$ cat config.mk
export PLATFORM = sky130hd
export DESIGN_NAME = unique_key_priority_queue
export DESIGN_NICKNAME = d
export VERILOG_FILES = /design/src/rtl/uqpq_pkg.sv /design/src/rtl/unique_key_priority_queue.sv /design/src/rtl/uqpq_cell.sv
export SDC_FILE = /design/constraint.sdc
export NUM_CORES = 2
export LEC_CHECK = 0
export BUFFER_PORTS_ARGS = -buffer_cell sky130_fd_sc_hd__clkbuf_2
export CAP_MARGIN = 5
export CORE_ASPECT_RATIO = 1.25
export CORE_MARGIN = 2
export CORE_UTILIZATION = 45
export CTS_CLUSTER_DIAMETER = 40
export DETAILED_ROUTE_END_ITERATION = 7
export GPL_TIMING_DRIVEN = 0
export PLACE_DENSITY = 0.7
export RECOVER_POWER = 100
export SLEW_MARGIN = 10
export SYNTH_ARGS = -nofsm -noshare
export SYNTH_HDL_FRONTEND = slang
export SYNTH_HIERARCHICAL = 1
export SYNTH_SLANG_ARGS = --single-unit
$ cat constraint.sdc
create_clock -name clk -period 12 [get_ports clk]
set_input_delay 0.6 -clock clk [delete_from_list [all_inputs] [get_ports clk]]
set_output_delay 0.6 -clock clk [all_outputs]
set_load 0.02 [all_outputs]
$ cat src/rtl/uqpq_pkg.sv
`default_nettype none

package uqpq_pkg;

    localparam int DEPTH = 16;
    localparam int KEY_W = 16;
    localparam int TAG_W = 16;
    localparam int POS_W = 5;
    localparam int OCC_W = 5;
    localparam int CNT_W = $clog2(DEPTH + 1);
    localparam int CMP_W = (CNT_W > POS_W) ? CNT_W : POS_W;

    typedef enum logic [1:0] {
        OP_INSERT = 2'd0,
        OP_POP    = 2'd1,
        OP_DELETE = 2'd2,
        OP_NONE   = 2'd3
    } opcode_t;

    typedef enum logic [2:0] {
        ST_OK     = 3'd0,
        ST_DUP    = 3'd1,
        ST_EMPTY  = 3'd2,
        ST_BADPOS = 3'd3,
        ST_FULL   = 3'd4
    } status_t;

    typedef enum logic [1:0] {
        CELL_HOLD,
        CELL_INSERT,
        CELL_REMOVE
    } cell_op_t;

    typedef struct packed {
        opcode_t                   opcode;
        logic signed [KEY_W-1:0]   key;
        logic        [TAG_W-1:0]   tag;
        logic        [POS_W-1:0]   position;
    } cmd_t;

    typedef struct packed {
        status_t                   status;
        logic signed [KEY_W-1:0]   out_key;
        logic        [TAG_W-1:0]   out_tag;
        logic        [OCC_W-1:0]   occupancy;
    } rsp_t;

    typedef struct packed {
        logic                      valid;
        logic signed [KEY_W-1:0]   key;
        logic        [TAG_W-1:0]   tag;
    } entry_t;

    // per-cell control: operation plus "take neighbour above" for removal
    typedef struct packed {
        cell_op_t                  op;
        logic                      from_next;
    } cell_ctl_t;

endpackage

`default_nettype wire

$ cat src/rtl/unique_key_priority_queue.sv
// The response word is registered and valid in the cycle after the command is accepted.
// Throughput: one command word per cycle unless a held response stalls it;
// every cell of the sorted row compares and shifts in parallel, so the row updates at once.
// Reset: entry count, cell valid bits and response valid clear at once;
// stored keys and tags are left as they are and never read while invalid.
`default_nettype none

module unique_key_priority_queue (
    input  wire logic              clk,
    input  wire logic              rst_n,
    input  wire logic              cmd_valid,
    output logic                   cmd_stall,
    input  wire uqpq_pkg::cmd_t    cmd,
    output logic                   rsp_valid,
    input  wire logic              rsp_stall,
    output uqpq_pkg::rsp_t         rsp
);

    // Control and response registers
    logic                          rsp_valid_reg;
    logic                          rsp_valid_next;
    uqpq_pkg::rsp_t                rsp_reg;
    uqpq_pkg::rsp_t                rsp_next;
    logic [uqpq_pkg::CNT_W-1:0]    cnt_reg;
    logic [uqpq_pkg::CNT_W-1:0]    cnt_next;

    logic                          accept;
    logic                          dup;
    logic                          full;
    logic                          empty;
    logic [uqpq_pkg::POS_W-1:0]    idx;
    logic                          idx_ok;
    uqpq_pkg::cell_op_t            op;
    uqpq_pkg::entry_t              ins;
    uqpq_pkg::entry_t              picked;

    // Row of cells: cell 0 holds the smallest key
    uqpq_pkg::entry_t              cells     [uqpq_pkg::DEPTH];
    logic [uqpq_pkg::DEPTH-1:0]    lt;
    logic [uqpq_pkg::DEPTH-1:0]    eq;
    logic [uqpq_pkg::DEPTH-1:0]    sel;
    uqpq_pkg::cell_ctl_t           ctl       [uqpq_pkg::DEPTH];

    // The response register frees itself as soon as the word is taken, so
    // a new command only waits while a finished word is being held back.
    assign cmd_stall = rsp_valid_reg && rsp_stall;
    assign accept    = cmd_valid && !cmd_stall;
    assign rsp_valid = rsp_valid_reg;
    assign rsp       = rsp_reg;

    assign ins.valid = 1'b1;
    assign ins.key   = cmd.key;
    assign ins.tag   = cmd.tag;

    assign dup   = |eq;
    assign full  = (cnt_reg == uqpq_pkg::CNT_W'(uqpq_pkg::DEPTH));
    assign empty = (cnt_reg == '0);

    // Positions 0 and 1 both name the head; pop always works on the head.
    always_comb
    begin
        if (cmd.opcode == uqpq_pkg::OP_DELETE && cmd.position > uqpq_pkg::POS_W'(1))
        begin
            idx = cmd.position - uqpq_pkg::POS_W'(1);
        end
        else
        begin
            idx = '0;
        end
    end

    assign idx_ok = (uqpq_pkg::CMP_W'(idx) < uqpq_pkg::CMP_W'(cnt_reg));

    for (genvar i = 0; i < uqpq_pkg::DEPTH; i++)
    begin : g_cell
        uqpq_pkg::entry_t prev_e;
        uqpq_pkg::entry_t next_e;
        logic             prev_lt;

        assign sel[i]          = (uqpq_pkg::CMP_W'(i) == uqpq_pkg::CMP_W'(idx));
        assign ctl[i].op       = op;
        assign ctl[i].from_next = (uqpq_pkg::CMP_W'(i) >= uqpq_pkg::CMP_W'(idx));

        if (i == 0)
        begin : g_head
            // nothing below the head: an insert that reaches it lands here
            assign prev_e  = '0;
            assign prev_lt = 1'b1;
        end
        else
        begin : g_body
            assign prev_e  = cells[i-1];
            assign prev_lt = lt[i-1];
        end

        if (i == uqpq_pkg::DEPTH - 1)
        begin : g_tail
            assign next_e = '0;
        end
        else
        begin : g_mid
            assign next_e = cells[i+1];
        end

        uqpq_cell u_cell (
            .clk     (clk),
            .rst_n   (rst_n),
            .ctl     (ctl[i]),
            .ins     (ins),
            .prev    (prev_e),
            .prev_lt (prev_lt),
            .next    (next_e),
            .cur     (cells[i]),
            .lt      (lt[i]),
            .eq      (eq[i])
        );
    end

    // Word leaving the row on pop or delete
    always_comb
    begin
        picked = '0;
        for (int i = 0; i < uqpq_pkg::DEPTH; i++)
        begin
            if (sel[i])
            begin
                picked = picked | cells[i];
            end
        end
    end

    // Decode: duplicate is checked ahead of full
    always_comb
    begin
        op                 = uqpq_pkg::CELL_HOLD;
        cnt_next           = cnt_reg;
        rsp_next.status    = uqpq_pkg::ST_OK;
        rsp_next.out_key   = '0;
        rsp_next.out_tag   = '0;
        unique case (cmd.opcode)
            uqpq_pkg::OP_INSERT:
            begin
                if (dup)
                begin
                    rsp_next.status = uqpq_pkg::ST_DUP;
                end
                else if (full)
                begin
                    rsp_next.status = uqpq_pkg::ST_FULL;
                end
                else
                begin
                    op       = uqpq_pkg::CELL_INSERT;
                    cnt_next = cnt_reg + uqpq_pkg::CNT_W'(1);
                end
            end
            uqpq_pkg::OP_POP, uqpq_pkg::OP_DELETE:
            begin
                if (empty)
                begin
                    rsp_next.status = uqpq_pkg::ST_EMPTY;
                end
                else if (!idx_ok)
                begin
                    rsp_next.status = uqpq_pkg::ST_BADPOS;
                end
                else
                begin
                    op               = uqpq_pkg::CELL_REMOVE;
                    cnt_next         = cnt_reg - uqpq_pkg::CNT_W'(1);
                    rsp_next.out_key = picked.key;
                    rsp_next.out_tag = picked.tag;
                end
            end
            default:
            begin
            end
        endcase
        if (!accept)
        begin
            op       = uqpq_pkg::CELL_HOLD;
            cnt_next = cnt_reg;
        end
        rsp_next.occupancy = uqpq_pkg::OCC_W'(cnt_next);
    end

    assign rsp_valid_next = accept || (rsp_valid_reg && rsp_stall);

    always_ff @(posedge clk or negedge rst_n)
    begin
        if (!rst_n)
        begin
            rsp_valid_reg <= 1'b0;
            cnt_reg       <= '0;
        end
        else
        begin
            rsp_valid_reg <= rsp_valid_next;
            cnt_reg       <= cnt_next;
        end
    end

    always_ff @(posedge clk)
    begin
        if (accept)
        begin
            rsp_reg <= rsp_next;
        end
    end

endmodule

`default_nettype wire

$ cat src/rtl/uqpq_cell.sv
`default_nettype none

module uqpq_cell (
    input  wire logic                          clk,
    input  wire logic                          rst_n,
    input  wire uqpq_pkg::cell_ctl_t           ctl,
    input  wire uqpq_pkg::entry_t              ins,
    input  wire uqpq_pkg::entry_t              prev,
    input  wire logic                          prev_lt,
    input  wire uqpq_pkg::entry_t              next,
    output uqpq_pkg::entry_t                   cur,
    output logic                               lt,
    output logic                               eq
);

    logic                                valid_reg;
    logic                                valid_next;
    logic signed [uqpq_pkg::KEY_W-1:0]   key_reg;
    logic signed [uqpq_pkg::KEY_W-1:0]   key_next;
    logic        [uqpq_pkg::TAG_W-1:0]   tag_reg;
    logic        [uqpq_pkg::TAG_W-1:0]   tag_next;

    assign lt = valid_reg && ($signed(key_reg) < $signed(ins.key));
    assign eq = valid_reg && (key_reg == ins.key);

    assign cur.valid = valid_reg;
    assign cur.key   = key_reg;
    assign cur.tag   = tag_reg;

    always_comb
    begin
        valid_next = valid_reg;
        key_next   = key_reg;
        tag_next   = tag_reg;
        unique case (ctl.op)
            uqpq_pkg::CELL_INSERT:
            begin
                // smaller keys stay put; the first larger slot takes the new word
                if (!lt)
                begin
                    if (prev_lt)
                    begin
                        valid_next = 1'b1;
                        key_next   = ins.key;
                        tag_next   = ins.tag;
                    end
                    else
                    begin
                        valid_next = prev.valid;
                        key_next   = prev.key;
                        tag_next   = prev.tag;
                    end
                end
            end
            uqpq_pkg::CELL_REMOVE:
            begin
                if (ctl.from_next)
                begin
                    valid_next = next.valid;
                    key_next   = next.key;
                    tag_next   = next.tag;
                end
            end
            default:
            begin
            end
        endcase
    end

    always_ff @(posedge clk or negedge rst_n)
    begin
        if (!rst_n)
        begin
            valid_reg <= 1'b0;
        end
        else
        begin
            valid_reg <= valid_next;
        end
    end

    always_ff @(posedge clk)
    begin
        key_reg <= key_next;
        tag_reg <= tag_next;
    end

endmodule

`default_nettype wire

==> After elaboration in Yosys (flattened, before gate mapping) <==
Cells that the tools add are included.
{ "word_totals": {"in_bits": 43, "output_inout_bits": 42, "register_bits": 574, "word_cells": 458} }
{ "op_classes": {"bitwise": 17, "order_cmp": 34, "muxes": 222, "add_sub_neg": 3, "n_reduce_logical": 60, "n_eq_ne": 68} }
{ "ops": {"columns": ["cell", "n"], "rows": [
  ["2-to-1 mux 16 bit", 93],
  ["case mux 16 bit (2 select lines)", 32],
  ["2-to-1 mux 32 bit", 16],
  ["bitwise OR 32 bit", 15],
  ["== test 16 bit", 16],
  ["less-than comparator 16 bit", 16],
  ["!= test 2 bit (second input constant)", 32],
  ["2-to-1 mux 1 bit", 48],
  ["AND reduction 3 bit", 16],
  ["== test 4 x 5 -> 1 bit (first input constant)", 8],
  ["greater-or-equal comparator 4 x 5 -> 1 bit (first input constant)", 8],
  ["logical AND 1 bit", 35],
  ["case mux 1 bit (2 select lines)", 16],
  ["2-to-1 mux 5 bit", 6],
  ["== test 3 x 5 -> 1 bit (first input constant)", 4],
  ["greater-or-equal comparator 3 x 5 -> 1 bit (first input constant)", 4],
  ["OR reduction 16 bit", 1],
  ["2-to-1 mux 2 bit", 6],
  ["== test 2 x 5 -> 1 bit (first input constant)", 2],
  ["greater-or-equal comparator 1 x 5 -> 1 bit (first input constant)", 2],
  ["greater-or-equal comparator 2 x 5 -> 1 bit (first input constant)", 2],
  ["logical NOT 5 bit", 2],
  ["case mux 5 bit (2 select lines)", 1],
  ["subtractor 5 x 1 -> 5 bit (second input constant)", 2],
  ["other kinds (17)", 21]
]} }

==> Logic depth before layout (Yosys ltp) <==
{ "depth": {"ltp_word": 35, "mapped_depth": 20, "mapped_depth_nobuf": 15} }

==> Hierarchy <==
Netlist, hierarchy kept.
{ "by_module_without_submodules": {"columns": ["module", "seq_area_each_um2", "cells_each", "area_per_inst_um2", "instances"], "rows": [
  ["uqpq_cell at g_cell[12].u_cell ...", 985.9, 219, 2202.1, 13],
  ["unique_key_priority_queue", 1351.3, 842, 6611.3, 1],
  ["uqpq_cell at g_cell[0].u_cell ...", 985.9, 218, 2164.6, 3]
]} }

==> Least setup slack after synthesis <==
No wires, ideal clock.
{ "synth_path": {"kind": "input -> register", "startpoint": "input cmd_valid", "endpoint": "register g_cell[12].u_cell/key_reg[0] (netlist name), enable pin", "arrival_time_ns": 9.039, "required_time_ns": 11.559, "setup_time_ns": 0.441, "slack_ns": 2.521, "n_path_buf": 0, "stages": 5, "cell_sequence": "a21boi_0 -> nand2b_1 -> nor2_1 -> o21ai_0 -> a31oi_1"} }
{ "synth_lines": {"columns": ["item", "line_no", "rtl"], "rows": [
  ["start: declaration", "unique_key_priority_queue.sv:11", "input wire logic cmd_valid,"],
  ["end signal: assignment", "uqpq_cell.sv:84", "key_reg <= key_next;"],
  ["end: declaration", "uqpq_cell.sv:18", "logic signed [uqpq_pkg::KEY_W-1:0] key_reg;"]
]} }

==> summary.txt <==
Cells and area
  • Fraction of layout cells with a size suffix above 1: 0.1098
  • Filler cells: roughly 8400
  • Net count, final: between 4000 and 5000
  • Area Growth Syn to Fin: 14.37%
  • Finished Layout Cells: approximately 6000
  • Register Area: 0.01713 mm^2
  • Layout Cell Area excl Fill: approximately 0.048 mm^2
  • Multi-input combinational cell area: 0.02240 mm^2

Worst hold path
  • Min-Delay Path Depth: 2
  • Min-delay src: cmd_valid
  • Worst min-delay path category: in -> reg
  • Worst Hold End: rsp_valid$_DFF_PN0_

GRT
  • Global-route wire length before repair: between 200000 and 300000 um
  • Largest net degree at the start of global routing: 48
  • GRT overflow: 0
  • Vias in the first global route: 37360
  • Total track usage: 0.3802
  • Initial antenna violation count: 8

Clocking
  • Setup bufs post-CTS: 0
  • Clock root cell: clkbuf_16
  • Cts hold-fix bufs: 0
  • Clock slew at reported path FFs: 50 ps
  • Longest Clk Path Bufs: 3
  • CTS tree: yes
  • Clk_lat worst skew: a little over 700 ps
  • CTS sink cnt: between 500 and 600
  • Post_cts resized: 0
  • CTS Buf Count: between 90 and 100
  • CTS H-Tree Depth: 3

Worst setup path
  • Setup crit end kind: flip-flop
  • Worst setup path class: in -> reg
  • Most common cell on crit path: clkbuf_1
  • CP cell instances: clkbuf_1, clkbuf_1, clkinv_1, clkbuf_1, ha_1, clkbuf_1, inv_1, nand2_1, a21oi_1, ha_1, a21oi_1, o2111ai_1, a211o_1, clkbuf_1, clkbuf_1, nor2_1, buf_12, o21ai_0, o21ai_0, a31oi_1, clkbuf_1
  • Worst r2r path cells: 13
  • Reg-to-reg critical path endpoint: g_cell[13].u_cell/tag_reg[9]$_DFFE_PP_
  • Setup slack, reg-to-reg: 5170 ps
  • Reg-to-Reg Start: g_cell[12].u_cell/key_reg[8]$_DFFE_PP_
  • Worst path required time: roughly 12000 ps
  • Worst Path Arrival: about 10000 ps
  • CP max-delay cell: clkbuf_1
  • Critical path launch point type: primary input
  • Worst-path fanout max: 44
  • Max incr delay on CP: 1180 ps

Route
  • DRC: 0
  • Total routed wirelength: 186300 um
  • DR vias: 39230
  • Initial DRT Pass Iterations: 6
  • Iteration-0 DRC Markers: 5740
  • Vias per Instance: 6.647
  • Antenna viol nets, final: 0
  • DR WL/cell: 31.57 um

Floorplanning
  • Initial Util: 0.4551
  • Die width: between 200 and 300 um
  • Core Box Area: 0.09169 mm^2
  • Num rows: roughly 120
  • Die area: about 0.095 mm^2
  • I/O Pins: 85
  • Die boundary height: around 340 um

STA
  • Slew margin rel.: -0.6270
  • Clk_skew: between 50 and 60 ps
  • Hold Vio Cnt, Final: 0
  • Worst-Margin Slew: 2440 ps
  • Fin crit share: 0.8283
  • RSZ-0062 raised after global routing: no
  • Crit path time final: 9940 ps
  • Setup violators final: 0
  • Fin. max-slew vios: 297
  • Setup TNS: 0 ps
  • Fmax: 100.6 MHz

Pwr
  • Lkg Pwr: 17.45 nW
  • VDD IR-drop max: approximately 0.00014 V
  • Pwr dens: 186.0 mW/mm^2

Status
  • Status: complete, but fails checks
  • Failing checks: capacitance limit, slew limit

Place
  • Final HPWL DP: 139100 um
  • IO buf count: 83
  • Post-Place Cell Area: ~0.045 mm^2
  • Gpl congestion: 1.018
  • Placed cell count: 5710

Synthesis
  • Yosys warning count: 6
  • Syn avg cell area: 9.610 um^2
  • Post-Synthesis Cells: 4342
  • Post-Synthesis Cell Area: 0.04173 mm^2

Job
  • MaxCap Viol Count: 19
-- worst max-delay path, delay by kind of cell --
family          cells  cell delay, ps
buf+inv            10            5390
compound gates      7            2550
simple gates        2             830
fa+ha+maj           2             800
-- power breakdown --
part	switching [W]	internal (W)	total, W	leakage (nW)
clock network	0.00116	0.00176	0.00291	1.63
logic	0.00167	0.00101	0.00268	10.4
registers	0.000515	0.00277	0.00328	5.40
total	0.00334	0.00554	0.00888	17.5
-- routing by layer --
layer  track usage  routed length (um)  up-vias
li1              -                   -    16590
met1        0.4448               65510    18890
met2        0.5901               80620     2869
met3       0.09016               20590      877
met4        0.3308               19560        6
met5             0                  38        -
-- final cells by class --
class / count / area share
Sequential cell: 574 / 0.3589
Tap cell: 1197 / 0.03138
Clock inverter: 76 / 0.01730
Buffer: 253 / 0.02535
Timing Repair Buffer: 106 / 0.01767
Antenna cell: 6 / 0.0003146
Multi-Input combinational cell: 3246 / 0.4694
Clock buffer: 110 / 0.05343
Inverter: 334 / 0.02627
-- stage by stage --
step                      utilization  hold slack, ps  power, W  worst slack [ps]
after floorplan                     -           304.4  0.004817              2521
after global placement         0.4786           509.3  0.005739             -3956
after detailed placement       0.4877           551.8  0.005890              3902
after CTS                      0.5245           103.6  0.008786              4564
after global routing           0.5203           124.6  0.009126              2066
final                          0.5204           126.5  0.008878              2060
-- worst max path at each step --
stage / cells past startpoint / end / slack [ps] / from
4_1_cts: 21 / g_cell[9].u_cell/tag_reg[4]$_DFFE_PP_ / 4560 / cmd[0]
2_1_floorplan: 5 / g_cell[15].u_cell/key_reg[0]$_DFFE_PP_ / 2520 / cmd_valid
3_3_place_gp: 6 / g_cell[15].u_cell/tag_reg[8]$_DFFE_PP_ / -3960 / cmd_valid
3_5_place_dp: 21 / g_cell[9].u_cell/tag_reg[10]$_DFFE_PP_ / 3900 / cmd[0]
5_1_grt: 21 / g_cell[13].u_cell/tag_reg[9]$_DFFE_PP_ / 2070 / cmd[0]
6_report: 21 / g_cell[13].u_cell/tag_reg[9]$_DFFE_PP_ / 2060 / cmd[0]
-- layout by cell type (no fill, tap or decap), drive strengths merged, types with 16 or more instances in the layout --
master / n
a2111oi: 17
a21boi: 16
a21o: 20
a21oi: 139
a221oi: 37
a22oi: 86
a31oi: 73
a41oi: 21
and2: 19
and3: 39
buf: 134
clkbuf: 335
clkinv: 41
conb: 67
dfrtp: 22
edfxtp: 552
ha: 267
inv: 352
mux2i: 552
nand2: 675
nand2b: 37
nand3: 75
nand4: 62
nor2: 127
nor2b: 21
nor3: 40
o211ai: 18
o21ai: 642
o221ai: 18
xnor2: 17
(Power assumes the default switching activity.)
